==> config.mk <==
export PLATFORM = sky130hd
export DESIGN_NAME = aging_id_table_top_flat
export DESIGN_NICKNAME = d
export VERILOG_FILES = /design/src/sv/ait_pkg.sv /design/src/sv/ait_item_if.sv /design/src/sv/ait_res_if.sv /design/src/sv/ait_cfg_if.sv /design/src/sv/aging_id_table_top.sv /design/src/flat_wrapper.sv
export VERILOG_INCLUDE_DIRS = /design/src /design/src/sv
export SDC_FILE = /design/constraint.sdc
export NUM_CORES = 2
export LEC_CHECK = 0
export ABC_AREA = 1
export BUFFER_PORTS_ARGS = -buffer_cell sky130_fd_sc_hd__buf_2
export CORE_MARGIN = 2
export CORE_UTILIZATION = 45
export CTS_CLUSTER_DIAMETER = 100
export DETAILED_ROUTE_END_ITERATION = 8
export PLACE_DENSITY = 0.71
export SYNTH_ARGS = -nofsm -noshare
export SYNTH_HDL_FRONTEND = slang
export SYNTH_SLANG_ARGS = --single-unit
==> constraint.sdc <==
create_clock -name i_clk -period 5 [get_ports i_clk]
set_input_delay 1 -clock i_clk [delete_from_list [all_inputs] [get_ports i_clk]]
set_output_delay 1 -clock i_clk [all_outputs]
set_load 0.05 [all_outputs]
==> src/sv/aging_id_table_top_assert.svh <==
// Assertion macros for the aging identifier table.
// Relies on i_clk and i_rst_n in the scope where a macro is used.
`ifndef AGING_ID_TABLE_TOP_ASSERT_SVH
`define AGING_ID_TABLE_TOP_ASSERT_SVH

// Check that a condition implies another in the same cycle.
`define AIT_ASSERT_SAME(label, pre, post, msg) \
    label: assert property (@(posedge i_clk) disable iff (!i_rst_n) (pre) |-> (post)) \
        else $error(msg);

// Check that a condition implies another in the next cycle.
`define AIT_ASSERT_NEXT(label, pre, post, msg) \
    label: assert property (@(posedge i_clk) disable iff (!i_rst_n) (pre) |=> (post)) \
        else $error(msg);

`endif

==> src/sv/ait_pkg.sv <==
// Shared constants, types and helpers for the aging identifier table.
// No dependencies; used by the channel interfaces and the top level.
`default_nettype none

package ait_pkg;

    localparam int TABLE_DEPTH = 64;
    localparam int COUNT_BITS  = 24;
    localparam int ID_W        = 16;
    localparam int CFG_W       = 24;
    localparam int ENTRY_W     = 7;
    localparam int IDX_W       = (TABLE_DEPTH > 1) ? $clog2(TABLE_DEPTH) : 1;
    localparam int ADDR_W      = $clog2(TABLE_DEPTH + 1);

    localparam logic [CFG_W-1:0] RELOAD_RESET = CFG_W'(600000);

    localparam logic CMD_PUSH   = 1'b0;
    localparam logic CMD_UPDATE = 1'b1;

    typedef struct packed {
        logic [ID_W-1:0]       ident;
        logic [COUNT_BITS-1:0] countdown;
    } t_slot;

    // Fit the reload register to the countdown width (truncate or zero-fill).
    function automatic logic [COUNT_BITS-1:0] to_count(input logic [CFG_W-1:0] v);
        logic [COUNT_BITS-1:0] r;
        r = '0;
        for (int i = 0; i < COUNT_BITS; i++) begin
            if (i < CFG_W) begin
                r[i] = v[i];
            end
        end
        return r;
    endfunction

endpackage

`default_nettype wire

==> src/sv/ait_item_if.sv <==
// Input item channel: command, identifier and grant flag with valid/ready.
// Depends on ait_pkg for field widths.
`default_nettype none

interface ait_item_if;
    logic                    valid;
    logic                    ready;
    logic                    command;
    logic [ait_pkg::ID_W-1:0] ident;
    logic                    has_grant;

    modport source (output valid, output command, output ident, output has_grant,
                    input ready);
    modport sink   (input valid, input command, input ident, input has_grant,
                    output ready);
endinterface

`default_nettype wire

==> src/sv/ait_res_if.sv <==
// Result item channel: lookup flags and entry count with valid/ready.
// Depends on ait_pkg for field widths.
`default_nettype none

interface ait_res_if;
    logic                        valid;
    logic                        ready;
    logic                        found;
    logic                        expired;
    logic                        table_full;
    logic [ait_pkg::ENTRY_W-1:0] entry_count;

    modport source (output valid, output found, output expired, output table_full,
                    output entry_count, input ready);
    modport sink   (input valid, input found, input expired, input table_full,
                    input entry_count, output ready);
endinterface

`default_nettype wire

==> src/sv/ait_cfg_if.sv <==
// Configuration write channel carrying the reload count with valid/ready.
// Depends on ait_pkg for the register width.
`default_nettype none

interface ait_cfg_if;
    logic                      valid;
    logic                      ready;
    logic [ait_pkg::CFG_W-1:0] reload_count;

    modport source (output valid, output reload_count, input ready);
    modport sink   (input valid, input reload_count, output ready);
endinterface

`default_nettype wire

==> src/sv/aging_id_table_top.sv <==
// Aging identifier table: top level with slot memory, scan and apply logic.
// Depends on ait_pkg, the three channel interfaces and the assertion header.
//
// The block keeps up to TABLE_DEPTH identifiers, each with a countdown, in one
// synchronous slot memory; valid bits and the entry count sit in flip-flops.
// Each item scans every slot, one memory read per cycle, to find the
// identifier and the lowest free slot, then applies the push or update with
// one memory write and loads the result register. The result follows the
// slot reads through the single memory read port, the compare of the last
// slot and the apply step. The input is ready again once the apply returns
// the block to idle, so a new item is taken only after the last one has
// been applied. One item is in work at a time, and the next is accepted
// while the result waits; a result that is not taken holds the following
// item in its apply step. The configuration channel is ready whenever reset
// is released.
`default_nettype none

module aging_id_table_top (
    input  wire             i_clk,
    input  wire             i_rst_n,
    ait_item_if.sink        i_item,
    ait_res_if.source       o_res,
    ait_cfg_if.sink         i_cfg
);

    `include "aging_id_table_top_assert.svh"

    localparam int DEPTH = ait_pkg::TABLE_DEPTH;
    localparam int IW    = ait_pkg::IDX_W;
    localparam int AW    = ait_pkg::ADDR_W;
    localparam int CW    = ait_pkg::COUNT_BITS;
    localparam int EW    = ait_pkg::ENTRY_W;

    typedef enum logic [1:0] {ST_IDLE, ST_SCAN, ST_APPLY} t_state;

    t_state                     r_state;
    logic                       r_cmd;
    logic [ait_pkg::ID_W-1:0]   r_ident;
    logic                       r_grant;
    logic [ait_pkg::CFG_W-1:0]  r_reload;
    logic [AW-1:0]              r_addr;
    logic                       r_cmp_vld;
    logic [IW-1:0]              r_cmp_idx;
    logic                       r_hit;
    logic [IW-1:0]              r_hit_idx;
    logic [CW-1:0]              r_hit_cnt;
    logic                       r_free;
    logic [IW-1:0]              r_free_idx;
    logic [DEPTH-1:0]           r_valid;
    logic [EW-1:0]              r_total;
    logic                       r_out_valid;
    logic                       r_out_found;
    logic                       r_out_expired;
    logic                       r_out_full;
    logic [EW-1:0]              r_out_count;

    ait_pkg::t_slot             mem [DEPTH];
    ait_pkg::t_slot             r_rd_data;

    logic                       w_issue;
    logic                       w_last;
    logic                       w_out_free;
    logic                       w_apply;
    logic                       w_match;
    logic [CW-1:0]              w_reload;
    logic [CW-1:0]              w_dec;
    logic                       w_found;
    logic                       w_expired;
    logic                       w_full;
    logic                       w_we;
    logic                       w_mem_we;
    logic [IW-1:0]              w_waddr;
    ait_pkg::t_slot             w_wdata;
    logic                       w_set;
    logic                       w_clr;
    logic [EW-1:0]              n_total;

    // Handshake and output drive
    assign i_item.ready      = i_rst_n && (r_state == ST_IDLE);
    assign i_cfg.ready       = i_rst_n;
    assign o_res.valid       = r_out_valid;
    assign o_res.found       = r_out_found;
    assign o_res.expired     = r_out_expired;
    assign o_res.table_full  = r_out_full;
    assign o_res.entry_count = r_out_count;

    // Scan control: issue one slot read per cycle, compare the read data in the next cycle
    assign w_issue    = (r_state == ST_SCAN) && (r_addr != AW'(DEPTH));
    assign w_last     = r_cmp_vld && (r_cmp_idx == IW'(DEPTH - 1));
    assign w_out_free = !r_out_valid || o_res.ready;
    assign w_apply    = (r_state == ST_APPLY) && w_out_free;
    assign w_match    = r_cmp_vld && r_valid[r_cmp_idx] && (r_rd_data.ident == r_ident);

    // Countdown arithmetic
    assign w_reload = ait_pkg::to_count(r_reload);
    assign w_dec    = (r_hit_cnt != '0) ? (r_hit_cnt - CW'(1)) : '0;

    // Decide the effect of the item once the scan is complete
    always_comb begin
        w_found   = 1'b0;
        w_expired = 1'b0;
        w_full    = 1'b0;
        w_we      = 1'b0;
        w_waddr   = r_hit_idx;
        w_wdata   = '{ident: r_ident, countdown: w_reload};
        w_set     = 1'b0;
        w_clr     = 1'b0;
        n_total   = r_total;
        if (r_cmd == ait_pkg::CMD_PUSH) begin
            if (r_hit) begin
                w_found = 1'b1;
                w_we    = 1'b1;
            end else if (r_free) begin
                w_we    = 1'b1;
                w_waddr = r_free_idx;
                w_set   = 1'b1;
                n_total = r_total + EW'(1);
            end else begin
                w_full = 1'b1;
            end
        end else if (r_hit) begin
            w_found = 1'b1;
            w_we    = 1'b1;
            if (!r_grant) begin
                w_wdata.countdown = w_dec;
                if (w_dec == '0) begin
                    w_clr     = 1'b1;
                    w_expired = 1'b1;
                    n_total   = r_total - EW'(1);
                end
            end
        end
    end

    assign w_mem_we = w_apply && w_we;

    // Slot memory write port
    always_ff @(posedge i_clk) begin
        if (w_mem_we) begin
            mem[w_waddr] <= w_wdata;
        end
    end

    // Slot memory read port, registered data
    always_ff @(posedge i_clk) begin
        if (w_issue) begin
            r_rd_data <= mem[r_addr[IW-1:0]];
        end
    end

    // State, scan tracking, valid bits and the result register
    always_ff @(posedge i_clk) begin
        if (!i_rst_n) begin
            r_state     <= ST_IDLE;
            r_reload    <= ait_pkg::RELOAD_RESET;
            r_addr      <= '0;
            r_cmp_vld   <= 1'b0;
            r_hit       <= 1'b0;
            r_free      <= 1'b0;
            r_valid     <= '0;
            r_total     <= '0;
            r_out_valid <= 1'b0;
        end else begin
            // take configuration writes
            if (i_cfg.valid && i_cfg.ready) begin
                r_reload <= i_cfg.reload_count;
            end

            // drop the result once taken
            if (o_res.valid && o_res.ready) begin
                r_out_valid <= 1'b0;
            end

            // advance the scan pipeline
            r_cmp_vld <= w_issue;
            r_cmp_idx <= r_addr[IW-1:0];
            if (w_issue) begin
                r_addr <= r_addr + AW'(1);
            end

            // record the matching slot and the lowest free slot
            if (w_match && !r_hit) begin
                r_hit     <= 1'b1;
                r_hit_idx <= r_cmp_idx;
                r_hit_cnt <= r_rd_data.countdown;
            end
            if (r_cmp_vld && !r_valid[r_cmp_idx] && !r_free) begin
                r_free     <= 1'b1;
                r_free_idx <= r_cmp_idx;
            end

            case (r_state)
                ST_IDLE: begin
                    if (i_item.valid) begin
                        r_cmd   <= i_item.command;
                        r_ident <= i_item.ident;
                        r_grant <= i_item.has_grant;
                        r_addr  <= '0;
                        r_hit   <= 1'b0;
                        r_free  <= 1'b0;
                        r_state <= ST_SCAN;
                    end
                end
                ST_SCAN: begin
                    if (w_last) begin
                        r_state <= ST_APPLY;
                    end
                end
                ST_APPLY: begin
                    if (w_out_free) begin
                        if (w_set) begin
                            r_valid[r_free_idx] <= 1'b1;
                        end
                        if (w_clr) begin
                            r_valid[r_hit_idx] <= 1'b0;
                        end
                        r_total       <= n_total;
                        r_out_valid   <= 1'b1;
                        r_out_found   <= w_found;
                        r_out_expired <= w_expired;
                        r_out_full    <= w_full;
                        r_out_count   <= n_total;
                        r_state       <= ST_IDLE;
                    end
                end
                default: begin
                    r_state <= ST_IDLE;
                end
            endcase
        end
    end

    // Checks on the table logic
    `AIT_ASSERT_SAME(a_expired_needs_found, r_out_valid && r_out_expired, r_out_found,
        "expired reported without a found entry")
    `AIT_ASSERT_SAME(a_full_is_alone, r_out_valid && r_out_full,
        !r_out_found && !r_out_expired,
        "table full reported together with a hit or an expiry")
    `AIT_ASSERT_SAME(a_hit_is_valid, (r_state == ST_APPLY) && r_hit, r_valid[r_hit_idx],
        "recorded hit slot is not valid")
    `AIT_ASSERT_SAME(a_write_in_apply, w_mem_we, (r_state == ST_APPLY) && w_out_free,
        "slot memory written outside the apply step")
    `AIT_ASSERT_NEXT(a_accept_starts_scan, i_item.valid && i_item.ready,
        (r_state == ST_SCAN) && (r_addr == '0) && !r_hit && !r_free,
        "accepted item did not start a clean scan")

endmodule

`default_nettype wire
==> src/flat_wrapper.sv <==
// flat-port wrapper written by rule: the top's interface ports become plain ports
module aging_id_table_top_flat 
  (i_clk, i_rst_n, i_item_valid, i_item_command, i_item_ident, i_item_has_grant, i_item_ready, o_res_valid, o_res_found, o_res_expired, o_res_table_full, o_res_entry_count, o_res_ready, i_cfg_valid, i_cfg_reload_count, i_cfg_ready);
  ait_item_if i_item_i ();
  ait_res_if o_res_i ();
  ait_cfg_if i_cfg_i ();
  input  wire i_clk;
  input  wire i_rst_n;
  input wire logic [$bits(i_item_i.valid)-1:0] i_item_valid;
  input wire logic [$bits(i_item_i.command)-1:0] i_item_command;
  input wire logic [$bits(i_item_i.ident)-1:0] i_item_ident;
  input wire logic [$bits(i_item_i.has_grant)-1:0] i_item_has_grant;
  output wire logic [$bits(i_item_i.ready)-1:0] i_item_ready;
  output wire logic [$bits(o_res_i.valid)-1:0] o_res_valid;
  output wire logic [$bits(o_res_i.found)-1:0] o_res_found;
  output wire logic [$bits(o_res_i.expired)-1:0] o_res_expired;
  output wire logic [$bits(o_res_i.table_full)-1:0] o_res_table_full;
  output wire logic [$bits(o_res_i.entry_count)-1:0] o_res_entry_count;
  input wire logic [$bits(o_res_i.ready)-1:0] o_res_ready;
  input wire logic [$bits(i_cfg_i.valid)-1:0] i_cfg_valid;
  input wire logic [$bits(i_cfg_i.reload_count)-1:0] i_cfg_reload_count;
  output wire logic [$bits(i_cfg_i.ready)-1:0] i_cfg_ready;
  assign i_item_i.valid = i_item_valid;
  assign i_item_i.command = i_item_command;
  assign i_item_i.ident = i_item_ident;
  assign i_item_i.has_grant = i_item_has_grant;
  assign i_item_ready = i_item_i.ready;
  assign o_res_valid = o_res_i.valid;
  assign o_res_found = o_res_i.found;
  assign o_res_expired = o_res_i.expired;
  assign o_res_table_full = o_res_i.table_full;
  assign o_res_entry_count = o_res_i.entry_count;
  assign o_res_i.ready = o_res_ready;
  assign i_cfg_i.valid = i_cfg_valid;
  assign i_cfg_i.reload_count = i_cfg_reload_count;
  assign i_cfg_ready = i_cfg_i.ready;
  aging_id_table_top u_core (.i_clk(i_clk), .i_rst_n(i_rst_n), .i_item(i_item_i), .o_res(o_res_i), .i_cfg(i_cfg_i));
endmodule
==> metrics.md <==
| Metric | Value |
|---|---|
| Num rows | `180` |
| H-tree depth | `5` |
| Clk_lat worst skew | `930 ps` |
| Fin cells | `11904` |
| FF+latch count, synth | `2778` |
| Avg Synthesized Cell Area | `12.84 µm²` |
| Commonest cells post-synth | `edfxtp_1, nor2_1, o21ai_0` |
| Slew HR | `-6.468%` |
| CTS sink count | `2778` |
| Crit Path Category | `reg2reg` |
| Largest net degree at the start of global routing | `204` |
| Inst Count DP | `11420` |
| Yosys warning total | `0` |
| Total Die Area | `0.2462 mm²` |
| Critical R2R Launch | `u_core.r_free` |
| Post-synth EDFFs | `2670` |
| Leakage power | `0.04023 µW` |
| Max_cap viols | `0` |
| Most frequent cell after synthesis | `edfxtp_1` |
| Setup TNS | `0 ps` |
| Hold path depth | `1` |
| # hold bufs at CTS | `0` |
| Async SR Flop Fraction | `0%` |
| Final Skew | `51.32 ps` |
| DRC viols | `0` |
| Slew Limit Fails | `1` |
| Syn nets | `8546` |
| CTS tree | `yes` |
| Initial DRC count | `10781` |
| Chip width | `496.2 µm` |
| Routed Antenna Nets | `0` |
| Number of port buffers | `59` |
| Routed wire per std cell | `25.64 µm` |
| Ys flop type | `edfxtp_1` |
| Distinct cells, synth | `46` |
| Area fraction of the dominant cell type after synthesis | `73.53%` |
| Final wirelength | `305.2 mm` |
| Postcts setup bufs | `0` |
| Final #Nets | `8573` |
| First-pass GRT wire length | `445.3 mm` |
| Total Routing Usage GR | `24.09%` |
| Critical Path End Type | `flop` |
| Cell type with the largest total area after synthesis | `edfxtp_1` |
| Final setup fails | `0` |
| Mapped cell area | `0.1090 mm²` |
| CTS Buf Count | `284` |
| Critical path arrival | `4760 ps` |
| Starting density of the core | `45.29%` |
| Final Core Density | `51.14%` |
| Max VDD drop | `0.3303 mV` |
| CTS Root Cell | `clkbuf_16` |
| Initial antenna violation count | `8` |
| Worst path required time | `5580 ps` |
| Area Overhead vs Synth | `12.91%` |
| Layout cells sized above 1 | `9.006%` |
| Final worst-path cycle share | `83.64%` |
| GPL Wtd Cong | `0.9000` |
| Hpwl dp | `166.5 mm` |
| Failing checks | `max-slew violations` |
| PwrDens | `393.5 mW/mm²` |
| Sequential-to-total area share from yosys stat | `75.52%` |
| Crit. Startpoint | `u_core.r_free` |
| Routed vias | `72796` |
| Die H | `496.2 µm` |
| Core box area | `0.2408 mm²` |
| RSZ-0062 raised after global routing | `no` |
| Detailed Routing Iterations Pass 1 | `6` |
| Min-Delay Path Class | `in2reg` |
| GR Overflow Total | `0` |
| Vias per cell | `6.115` |
| Worst r2r path cells | `12` |
| CTS Buffer Depth | `4` |
| Worst-path fanout max | `25` |
| Vias in the first global route | `68556` |
| Setup crit start kind | `flop` |
| Mapped Cells | `8494` |
| Count of final hold-check violations | `0` |
| Clk pin slew, worst setup/hold paths | `60 ps` |
| HP Start | `i_item_ident[10]` |
| Tmin final | `4182 ps` |
| Max Freq | `239.1 MHz` |
| Resize count post-CTS | `0` |
| Layout fillers | `19598` |
| Outcome | `finished, violations left` |
| Synth area leaders | `edfxtp_1, o21ai_0, nor2_1, o22ai_1, nand2_1` |
| Number of I/O pins | `60` |
| Worst-Margin Slew | `1597 ps` |
-- final timing paths --
kind	endpoint	slack, ps
max	u_core.mem[35][29]	820
min	u_core.r_ident[10]	260
max reg2reg	u_core.mem[35][29]	820
min reg2reg	u_core.r_hit_cnt[20]	450
-- metal layers --
layer / track usage [%] / routed length (µm) / vias to the layer above
met2: 37.06 / 139000 / 4517
met3: 5.382 / 37620 / 735
met1: 33.59 / 116600 / 36010
li1: - / - / 31524
met5: 0 / 58 / -
met4: 9.110 / 11890 / 10
-- final cells by class --
type / count / area [µm²] / share of cell area (%)
Antenna cell: 3 / 7.507 / 0.006098
Clock buffer: 363 / 7572 / 6.151
Clock inverter: 118 / 903.4 / 0.7338
Inverter: 228 / 878.3 / 0.7135
Multi-Input combinational cell: 4935 / 24460 / 19.87
Sequential cell: 2778 / 82350 / 66.89
Tap cell: 3185 / 3985 / 3.237
Timing Repair Buffer: 294 / 2960 / 2.405
-- sequential cells by signal, summed over array words and instances (netlist names), 16 cells and up --
signal and count:
u_core.mem 2560, u_core.r_hit_cnt 24, u_core.r_ident 16, u_core.r_rd_data 40, u_core.r_reload 24, u_core.r_valid 64
-- metrics by stage --
stage               hold WS [ps]  worst slack [ps]  total power, µW  instance area (µm²)
detailed placement         407.5             549.8            29020               114600
CTS                        210.2             505.6            48510               123100
global route               219.8             587.6            49700               123100
floorplan                  400.3             408.2            27940               109000
global placement           409.8             516.6            28930               114600
finish                     260.3             817.9            48450               123100
-- worst max-delay path, cell delays in order, from the launching register on --
cell,delay [ps]
dfxtp_1,360
inv_1,80
nor2_1,180
inv_1,90
nor2_1,100
buf_4,200
inv_1,140
o21ai_1,800
inv_1,200
nor2_1,210
nand2_1,460
nor2_4,680
buf_12,300
-- kinds of logic (layout without fill, tap and decap cells) --
family	after synthesis	in the layout	synth area share, %
flip-flops	2778	2778	75.52
AND/OR/NAND/NOR	2506	2506	9.082
AO/OA/AOI/OAI	2411	2411	12.46
buffers and inverters	781	1003	2.780
XOR/XNOR	13	13	0.1044
adder cells (fa/ha/maj)	5	5	0.05738
other	0	3	0
-- power by group --
group          switching [µW]  internal (µW)  leakage [µW]
clock network            8540          11300       0.00412
logic                    2170            746        0.0112
registers                90.8          25600        0.0250
total                   10800          37600        0.0402
-- placed cells by master (no fill, tap or decap), types with 4 or more instances in the layout --
cell and count:
a211oi_1 8, a21oi_1 175, a221oi_1 39, a22o_1 29, a41oi_1 36, buf_12 72, buf_2 59, buf_4 163
bufinv_16 12, clkbuf_1 70, clkbuf_16 291, clkinv_1 53, clkinv_2 38, clkinvlp_4 10, dfxtp_1 106, edfxtp_1 2670
ha_1 5, inv_1 215, inv_2 7, inv_6 4, nand2_1 733, nand3_1 149, nand4_1 61, nor2_1 1438
nor2_2 12, nor2_4 72, nor3_1 23, nor4_1 6, o211ai_1 20, o21ai_0 1355, o21ai_4 24, o221ai_1 39
o22ai_1 644, o31ai_1 34, xor2_1 11
(Power assumes the default switching activity.)
